--- config.mk ---
export PLATFORM = sky130hd
export DESIGN_NAME = sui_ctrl
export DESIGN_NICKNAME = d
export VERILOG_FILES = /design/src/hdl/sui_pkg.sv /design/src/hdl/sui_ctrl.sv
export SDC_FILE = /design/constraint.sdc
export NUM_CORES = 1
export LEC_CHECK = 0
export BUFFER_PORTS_ARGS = -buffer_cell sky130_fd_sc_hd__buf_4
export CORE_AREA = 2 2 39 41
export CTS_BUF_LIST = sky130_fd_sc_hd__clkbuf_4 sky130_fd_sc_hd__clkbuf_8
export CTS_CLUSTER_SIZE = 28
export DETAILED_ROUTE_END_ITERATION = 6
export DIE_AREA = 0 0 41 43
export MAX_ROUTING_LAYER = met4
export PLACE_DENSITY_LB_ADDON = 0.25
export SETUP_SLACK_MARGIN = 0.4
export SLEW_MARGIN = 20
export SYNTH_ARGS = -nofsm -noshare
export SYNTH_HDL_FRONTEND = slang
export SYNTH_SLANG_ARGS = --single-unit
--- constraint.sdc ---
create_clock -name clk -period 1.8 [get_ports clk]
set_clock_uncertainty 0.1 [all_clocks]
set_input_delay 0.27 -clock clk [delete_from_list [all_inputs] [get_ports clk]]
set_output_delay 0.27 -clock clk [all_outputs]
set_load 0.05 [all_outputs]
--- src/hdl/sui_pkg.sv ---
`timescale 1ns / 1ps
// ----------------------------------------------------------------------------
// sui_pkg: shared types for the sort and deduplicate block
// Controller states, command and status groups, fixed port widths.
// ----------------------------------------------------------------------------
package sui_pkg;

	localparam int IDX_W = 24;
	localparam int CNT_OUT_W = 7;

	typedef enum logic [1:0] {
		ST_COLLECT,
		ST_EMIT,
		ST_EMPTY
	} sui_state_t;

	typedef struct packed {
		logic insert;
		logic close;
		logic pop;
		logic load_empty;
	} sui_cmd_t;

	typedef struct packed {
		logic close_zero;
		logic rem_one;
		logic out_free;
	} sui_status_t;

endpackage

--- src/hdl/sui_ctrl.sv ---
`timescale 1ns / 1ps
// ----------------------------------------------------------------------------
// sui_ctrl: sequencer for collect and emit phases
// Accepts requests while collecting, then steps the emit of one set.
// ----------------------------------------------------------------------------
module sui_ctrl
	import sui_pkg::*;
(
	input  logic        clk,
	input  logic        arst_n,
	input  logic        in_valid,
	output logic        in_ready,
	input  logic        close_set,
	input  logic        has_index,
	input  sui_status_t status,
	output sui_cmd_t    cmd
);

	sui_state_t state_q, state_d;
	logic       accept;

	assign accept = in_valid && in_ready;

	always_ff @(posedge clk or negedge arst_n) begin
		if (!arst_n) begin
			state_q <= ST_COLLECT;
		end else begin
			state_q <= state_d;
		end
	end

	always_comb begin
		state_d = state_q;
		unique case (state_q)
			ST_COLLECT: begin
				if (accept && close_set) begin
					state_d = status.close_zero ? ST_EMPTY : ST_EMIT;
				end
			end
			ST_EMIT: begin
				if (status.out_free && status.rem_one) begin
					state_d = ST_COLLECT;
				end
			end
			ST_EMPTY: begin
				if (status.out_free) begin
					state_d = ST_COLLECT;
				end
			end
			default: state_d = ST_COLLECT;
		endcase
	end

	always_comb begin
		in_ready       = 1'b0;
		cmd.insert     = 1'b0;
		cmd.close      = 1'b0;
		cmd.pop        = 1'b0;
		cmd.load_empty = 1'b0;
		unique case (state_q)
			ST_COLLECT: begin
				in_ready   = 1'b1;
				cmd.insert = accept && has_index;
				cmd.close  = accept && close_set;
			end
			ST_EMIT: begin
				cmd.pop = status.out_free;
			end
			ST_EMPTY: begin
				cmd.load_empty = status.out_free;
			end
			default: in_ready = 1'b0;
		endcase
	end

endmodule

# Word level (Yosys, flattened, before mapping)
# Index checks and enable logic that the tools add are counted.
# word_totals
input_bits,8
word_cells,21
regBits,2
out_inout_bits,5
# classes
muxes,9
reduce_logical,6
n_eq_ne,5
# op_table
cell,n
$mux 2,5
$ne 2x2->1 const B,3
$pmux 2 s3,1
$logic_and 1x1->1,4
$mux 1,3
$reduce_and 3->1,1
$eq 2x1->1 const B,1
$eq 2x2->1 const B,1
$logic_not 2->1,1

# Depth between registers and ports, before layout
# Gate-level depths: netlist of run 1.
# depth
depth_word,6
depth_mapped,2
mapped_depth_nobuf,2

# Worst setup path after synthesis of run 1
# OpenSTA, ideal clock, no wires.
# synth_path
path_type,register -> output
startpoint,register state_q[0]
endpoint,output port cmd[3] (netlist bit)
t_arrival_ns,1.666
path_slack_ns,-0.236
t_required_ns,1.430
path_stages_with_launch,3
path_buffers,0
cell_sequence,dfrtp_1 > nor2_1 > and3_1
# synth_lines
item,line_no,text
start: declaration,sui_ctrl.sv:19,"sui_state_t state_q, state_d;"
start signal: assignment,sui_ctrl.sv:28,state_q <= state_d;
end: declaration,sui_ctrl.sv:16,output sui_cmd_t cmd

==> qor.csv, run 1 <==
stage;metric;value;unit
status;outcome;completed;
clock_network;htreeDepth;1;
sta;setup-violations-final;0;
final_layout;diodes;0;
floorplan;die_h;43;um
final_layout;mostFrequentLayoutCells;7 x buf_4, 3 x clkbuf_4, 3 x buf_8, 3 x buf_6;
global_routing;grt_pass1_vias;193;
worst_setup_path;worstPathMaxFanout;4;
logic_synthesis;synth_area_leader_cell;dfrtp_1;
floorplan;rows;14;
worst_hold_path;hp-class;primary input to flip-flop;
logic_synthesis;synth_warnings;0;
logic_synthesis;synth.distinct_cells;10;
clock_network;clk_pin_slew;0.03;ns
final_layout;n_fill_cell;148;
global_routing;grt_max_degree;7;
worst_setup_path;reg2reg_from;state_q[1];
routing;first_pass_iters;1;
floorplan;core_area;0.00138;sq mm
worst_setup_path;path_cells;and4bb_4 > buf_8;
final_layout;area_growth;164;%
clock_network;cts.sinks;2;
logic_synthesis;synth_top_area_share;39.2;%
worst_setup_path;crit_required;1.43;ns
logic_synthesis;syn_inst;13;
sta;rsz0062_at_grt;yes;
worst_setup_path;worstSetupPathType;flip-flop to output port;
sta;tightest_slew;0.178;ns
worst_setup_path;cp.arrival;1.17;ns
place;place.gp.congestion;0.586;
logic_synthesis;yosysSeqAreaShare;39.2;%
worst_hold_path;hold_start;status[2];
floorplan;start_util;9.22;%
logic_synthesis;synth.area.top_cells;dfrtp_1 39%, and4bb_4 13%, nor3b_1 12%;
floorplan;die_width;41;um
global_routing;antenna_found_initial;0;
routing;avgViaCountPerCell;3.61;
pwr;clkPwrFrac;31.8;%
sta;min_period_over_period;85.6;%
pwr;powerDensity;917;mW/mm^2
pwr;p_leak;0.162;nW
final_layout;largest_register_ffs;2;
floorplan;die_area;0.00176;sq mm
final_layout;final_layout_size_suffix_gt1_share;76.7;%
final_layout;final_nets;40;
final_layout;top_register;state_q;
final_layout;fin_area;337;sq um
worst_hold_path;min_path_cells;2;
place;portBuffers;12;
global_routing;overflow;0;
worst_setup_path;r2r_end;state_q[0];
pwr;switching_share;35.6;%
global_routing;grt_usage;6.58;%
clock_network;cts_buffer_depth;2;
place;detailed_place_hpwl;380;um
worst_setup_path;cp-start-kind;flip-flop;
logic_synthesis;avgSynthCellArea;9.82;sq um
place;place_area;262;sq um
job;max_cap_violations;0;
sta;hold_violations;0;
pwr;seqPwrFrac;21.1;%
sta;setup_tns;0;ns
routing;drt_iter0_markers;0;
worst_setup_path;reg2reg_depth;2;
logic_synthesis;synth.net_count;21;
final_layout;top_regs;state_q: 2 flops;
logic_synthesis;synthesis.area;128;sq um
worst_hold_path;holdPathEnd;state_q[1];
logic_synthesis;ys_seq_elements;2;
sta;fmax;649;MHz
routing;drc;0;
worst_setup_path;r2r_slack;0.69;ns
worst_setup_path;cp_slowest_cell;dfrtp_1;
worst_setup_path;critPathMaxStageDelay;0.42;ns
worst_setup_path;cp-end-kind;output port;
global_routing;grt_pass1_wl;676;um
routing;vias;166;
sta;relSlewSlack;88.1;%
pwr;p_sw;0.110;mW
floorplan;pin_count;13;
pwr;max-vdd-ir-drop;0.159;mV
sta;maxSlewViolCount;0;
clock_network;clock-root-buffer;clkbuf_4;
routing;wirelength;454;um
worst_setup_path;cp-startpoint;state_q[1];
clock_network;cts_buffers;3;
routing;ant_nets;0;
pwr;combinationalPowerShare;47.1;%
clock_network;cts_tree;built;
pwr;intPower;0.199;mW
clock_network;clk_latency;0.22;ns
final_layout;final_common_cell;buf_4;
sta;min_period;1.54;ns
routing;wl_per_cell;9.87;um
-- through the flow --
step	setup WS, ns	hold slack (ns)	power [mW]	instances	util (%)
floorplan	0.325	-0.126	0.141	13	-
global placement	0.446	-0.0457	0.178	41	18.9
detailed placement	0.426	-0.0435	0.180	41	18.9
CTS	0.244	0.159	0.319	46	24.3
global route	0.217	0.162	0.333	46	24.3
finish	0.258	0.166	0.309	46	24.3
-- layer usage --
metal / global-route usage (%) / wire length [um]
met1: 5.77 / 165
met5: - / 0
met2: 8.75 / 220
met4: 8.00 / 0
met3: 3.14 / 69
-- logic make-up (layout without fill, tap and decap cells) --
group           count (synthesis)  in the layout  synth area share, %
compound gates                  2              2                 13.7
flops                           2              2                 39.2
buf+inv                         2             19                 5.88
simple gates                    7              7                 41.2
-- final cells by class --
cell class              instances  area [sq um]  area share [%]
repair buffers                 14           141            42.0
well taps                      16          20.0            5.95
clock buffers                   3          22.5            6.69
inverters                       2          7.51            2.23
flip-flops and latches          2          51.3            15.2
multi-input cells               9          93.8            27.9
-- how the worst max path moves through the flow --
stage | endpoint | cells past startpoint
2_1_floorplan | cmd[3] | 2
3_3_place_gp | cmd[2] | 2
3_5_place_dp | cmd[2] | 2
4_1_cts | cmd[2] | 2
5_1_grt | cmd[2] | 2
6_report | cmd[2] | 2
-- critical path: cells and delay by family, from the launching register on --
family / cells / cell delay (ns)
flip-flops: 1 / 0.42
AND/OR/NAND/NOR: 1 / 0.38
buffers and inverters: 1 / 0.15
-- power by group through the flow --
stage	clock [mW]	sequential, mW	combinational (mW)
2_1_floorplan	0	0.0625	0.0780
3_3_place_gp	0	0.0636	0.115
3_5_place_dp	0	0.0645	0.115
4_1_cts	0.106	0.0652	0.147
5_1_grt	0.112	0.0667	0.154
6_report	0.0980	0.0652	0.145
-- cell usage after synthesis --
| cell | count |
|---|---|
| and3_1 | 1 |
| and3_2 | 1 |
| dfrtp_1 | 2 |
| a32o_1 | 1 |
| nor3b_1 | 2 |
| a21o_1 | 1 |
| and4bb_4 | 1 |
| nand2_1 | 1 |
| nor2_1 | 1 |
| inv_1 | 2 |
-- timing repair --
| action | in CTS | in global routing |
|---|---|---|
| endpoints found under the hold margin | 2 | 0 |
| buffers inserted | 1 | 0 |
| resized for setup | 11 | 0 |
| pin swaps | 2 | 0 |
| setup endpoints to repair | 5 | 5 |
| hold buffers | 1 | 0 |
Power figures use the tool's default switching activity.
==> run 2: changes to the inputs <==
PLACE_DENSITY_LB_ADDON = unset   (was 0.25)
==> run 2 against run 1 <==
Routed wire length grew 8.1%. Via count grew 9.6%. Fmax rose by 1.1%. Power rose by 3.0%. Sequential power shrank 0.9%. Sequential share of layout area down 0.96 points. Clock power increased by 0.7%. Critical endpoint unchanged.
==> qor.csv, run 2 (synthesis gave the netlist of run 1 again) <==
stage;metric;value;unit
floorplan;rows;14;
worst_setup_path;crit_required;1.43;ns
final_layout;top_regs;state_q: 2 flops;
sta;relSlewSlack;85.6;%
place;portBuffers;12;
final_layout;stdcell_count;50;
global_routing;antenna_found_initial;0;
place;place_ws;0.429;ns
sta;setup_tns;0;ns
final_layout;final_nets;44;
global_routing;grt_usage;7.42;%
final_layout;top_register;state_q;
routing;first_pass_iters;2;
pwr;powerDensity;864;mW/mm^2
sta;tightest_slew;0.216;ns
routing;vias;182;
worst_setup_path;cp-end-kind;output port;
global_routing;grt_max_degree;5;
worst_setup_path;worstSetupPathType;flip-flop to output port;
pwr;max-vdd-ir-drop;0.186;mV
floorplan;die_width;41;um
clock_network;clk_latency;0.22;ns
final_layout;diodes;0;
clock_network;cts.sinks;2;
sta;min_period_over_period;84.7;%
clock_network;cts_buffer_depth;2;
routing;drc;0;
routing;wl_per_cell;9.82;um
floorplan;start_util;9.22;%
sta;maxSlewViolCount;0;
global_routing;grt_pass1_vias;205;
clock_network;clk_pin_slew;0.03;ns
status;outcome;completed;
routing;avgViaCountPerCell;3.64;
clock_network;cts_tree;built;
sta;worst_slack;0.275;ns
worst_setup_path;cp-start-kind;flip-flop;
final_layout;final_layout_size_suffix_gt1_share;82.4;%
routing;drt_iter0_markers;2;
sta;setup-violations-final;0;
routing;ant_nets;0;
sta;min_period;1.52;ns
clock_network;clock-root-buffer;clkbuf_4;
sta;hold_violations;0;
pwr;p_leak;0.178;nW
sta;rsz0062_at_grt;yes;
worst_setup_path;worstPathMaxFanout;4;
job;max_cap_violations;0;
floorplan;pin_count;13;
global_routing;overflow;0;
clock_network;cts_buffers;3;
final_layout;area_growth;188;%
global_routing;grt_pass1_wl;752;um
pwr;finalPower;0.318;mW
floorplan;die_area;0.00176;sq mm
routing;wirelength;491;um
final_layout;mostFrequentLayoutCells;12 x buf_4, 3 x clkbuf_4, 3 x buf_8;
worst_hold_path;hp-class;primary input to flip-flop;
final_layout;final_common_cell;buf_4;
place;dp.cells;41;
place;place.gp.congestion;0.569;
sta;fmax;656;MHz
final_layout;n_fill_cell;153;
floorplan;core_area;0.00138;sq mm
worst_setup_path;cp.arrival;1.15;ns
final_layout;largest_register_ffs;2;
clock_network;htreeDepth;1;
floorplan;die_h;43;um
place;detailed_place_hpwl;318;um
[run 2: layer usage]
metal,up-vias,part of all wire [%],track usage [%]
met2,7,63,12.2
met1,86,27,3.87
met5,-,0,-
met3,0,9.8,6.28
li1,89,-,-
met4,0,0,6.00
[run 2: cell type report]
type	count	area, sq um	area share [%]
sequential	2	52.6	14.3
tap	16	20.0	5.44
clock buffer	3	22.5	6.12
multi-input combinational	9	97.6	26.5
inverter	2	7.51	2.04
timing repair buffer	18	168	45.6
[run 2: critical path: stages (launching register included)]
cell and delay, ns:
dfrtp_2 0.43, and4bb_4 0.36, buf_8 0.15
[run 2: per-stage QoR]
stage          hold slack (ns)  utilization (%)  instance area [sq um]
5_1_grt                  0.158             26.6                    368
2_1_floorplan           -0.126                -                    151
3_5_place_dp           -0.0461             18.9                    262
4_1_cts                  0.155             24.6                    340
6_report                 0.159             26.6                    368
3_3_place_gp           -0.0464             18.9                    262
[run 2: report_power, final]
part	internal [mW]	switching, mW	leakage, nW
combinational	0.0780	0.0763	0.140
sequential	0.0527	0.0119	0.0236
clock	0.0735	0.0252	0.0138
[run 2: final timing paths]
check	start	endpoint	slack [ns]	cells past startpoint
setup / recovery	state_q[1]	cmd[2]	0.28	2
hold / removal	status[2]	state_q[1]	0.16	2
setup reg to reg	state_q[1]	state_q[0]	0.48	4
hold reg to reg	state_q[1]	state_q[1]	0.67	2
max in group asynchronous	arst_n	state_q[0]	1.23	2
min in group asynchronous	arst_n	state_q[1]	0.27	2
[run 2: what timing repair did]
action | in CTS | in global routing
pin swaps | 2 | 4
hold endpoints to repair | 2 | 0
resized for setup | 8 | 4
setup buffers | 3 | 2
endpoints found under the setup margin | 5 | 4
hold buffers | 1 | 0
==> run 3: changes to the inputs <==
clock period = 1.45 ns   (was 1.8 ns; I/O delays follow)
==> run 3 against run 2 <==
The flow now finishes with violations (negative setup slack). Worst setup slack lost 0.33 ns. Non-clock buffer count shrank 2. Final area grew 2.0%. Routed wire length grew 2.4%. Critical endpoint unchanged. Largest cell class unchanged. Largest power group unchanged.
==> qor.csv, run 3 (synthesis gave the netlist of run 1 again) <==
stage;metric;value;unit
sta;min_period_over_period;104;%
global_routing;antenna_found_initial;0;
routing;drt_iter0_markers;2;
floorplan;start_util;9.22;%
worst_hold_path;hp-class;primary input to flip-flop;
worst_hold_path;hold_start;status[2];
pwr;seqPwrFrac;18.1;%
sta;relSlewSlack;87.8;%
clock_network;cts_tree;built;
worst_setup_path;worstPathMaxFanout;4;
sta;holdWs;0.117;ns
worst_setup_path;cp.arrival;1.19;ns
floorplan;die_h;43;um
job;max_cap_violations;0;
global_routing;grt_pass1_vias;183;
clock_network;clk_pin_slew;0.03;ns
sta;setup-violations-final;1;
routing;ant_nets;0;
final_layout;largest_register_ffs;2;
clock_network;htreeDepth;1;
floorplan;die_area;0.00176;sq mm
final_layout;final_nets;42;
status;outcome;finished, violations left;
global_routing;grt_max_degree;5;
pwr;clkPwrFrac;36.1;%
sta;hold_violations;0;
sta;fmax;664;MHz
pwr;p_sw;0.150;mW
worst_setup_path;reg2reg_from;state_q[1];
status;violations;negative setup slack;
clock_network;cts.sinks;2;
floorplan;pin_count;13;
global_routing;grt_pass1_wl;655;um
routing;met2_length;288;um
routing;wl_per_cell;10.3;um
pwr;combinationalPowerShare;45.7;%
pwr;max-vdd-ir-drop;0.353;mV
final_layout;diodes;0;
pwr;p_leak;0.179;nW
place;portBuffers;12;
worst_setup_path;cp-end-kind;output port;
final_layout;postLayoutCoreUtil;27.1;%
sta;worst_slack;-0.0552;ns
routing;met1Wirelength;147;um
routing;wirelength;503;um
final_layout;area_growth;194;%
worst_setup_path;cp-start-kind;flip-flop;
sta;tightest_slew;0.184;ns
place;place.gp.congestion;0.587;
routing;highest_layer;met4;
pwr;powerDensity;1170;mW/mm^2
clock_network;cts_buffers;3;
worst_setup_path;worstSetupPathType;flip-flop to output port;
pwr;switching_share;34.2;%
pwr;intPower;0.290;mW
final_layout;top_register;state_q;
sta;rsz0062_at_grt;yes;
worst_setup_path;r2r_slack;0.34;ns
final_layout;mostFrequentLayoutCells;8 x buf_4, 4 x clkbuf_4, 4 x buf_8;
floorplan;die_width;41;um
floorplan;rows;14;
sta;min_period;1.51;ns
worst_setup_path;crit_required;1.13;ns
clock_network;clock-root-buffer;clkbuf_4;
worst_setup_path;cp-startpoint;state_q[1];
floorplan;core_area;0.00138;sq mm
clock_network;cts_buffer_depth;2;
final_layout;final_layout_size_suffix_gt1_share;81.8;%
sta;maxSlewViolCount;0;
routing;dr_wl_met3;49;um
clock_network;clk_latency;0.23;ns
routing;vias;184;
place;place_ws;0.162;ns
final_layout;top_regs;state_q: 2 flops;
routing;avgViaCountPerCell;3.76;
global_routing;overflow;0;
global_routing;grt_usage;6.89;%
routing;first_pass_iters;2;
routing;drc;0;
final_layout;final_common_cell;buf_4;
==> run 3: changes by cell type in the layout (fill, tap and decap cells not counted) <==
cell / change
buf_4: -4
clkbuf_4: +1
buf_8: +1
dfrtp_1: +1
nor3b_1: -1
dfrtp_2: -1
buf_6: +1
nor3b_2: +1
==> run 3: power groups by stage <==
stage,clock (mW),combinational [mW],sequential [mW]
floorplan,0,0.0967,0.0791
global placement,0,0.141,0.0810
detailed placement,0,0.142,0.0814
CTS,0.168,0.184,0.0793
global route,0.172,0.212,0.0817
finish,0.159,0.201,0.0799
==> run 3: worst paths after layout <==
kind | depth (start not counted) | to
min | 2 | state_q[1]
max reg2reg | 2 | state_q[0]
min in group asynchronous | 2 | state_q[0]
min reg2reg | 2 | state_q[1]
max | 2 | cmd[2]
max in group asynchronous | 2 | state_q[0]
==> run 3: metal layers <==
| layer | track usage, % | vias to the layer above |
|---|---|---|
| met1 | 4.82 | 84 |
| met5 | - | - |
| met4 | 8.00 | 0 |
| met3 | 6.28 | 4 |
| li1 | - | 86 |
| met2 | 8.75 | 10 |
==> run 3: worst max-delay path, stage by stage (launching register included) <==
cell      delay [ns]
dfrtp_1         0.42
and4bb_4        0.39
buf_8           0.15
==> run 3: through the flow <==
step | cell area [sq um] | power (mW) | TNS (ns) | std cells
floorplan | 153 | 0.176 | 0 | 13
global placement | 263 | 0.222 | 0 | 41
detailed placement | 263 | 0.223 | 0 | 41
CTS | 355 | 0.432 | -0.0509 | 49
global route | 375 | 0.466 | -0.178 | 49
finish | 375 | 0.440 | -0.0552 | 49
==> run 3: repair_timing <==
item	in CTS	in global routing
endpoints found under the hold margin	2	0
buffers inserted	3	0
pin swaps	0	1
gates resized for setup	8	5
endpoints found under the setup margin	7	7
hold buffers	1	0
==> run 3: area by class of cell <==
cell class	instances	area, sq um
fill	160	1010
timing repair buffer	16	164
multi-input combinational	9	103
sequential	2	51.3
clock buffer	4	30.0
tap	16	20.0
inverter	2	7.51
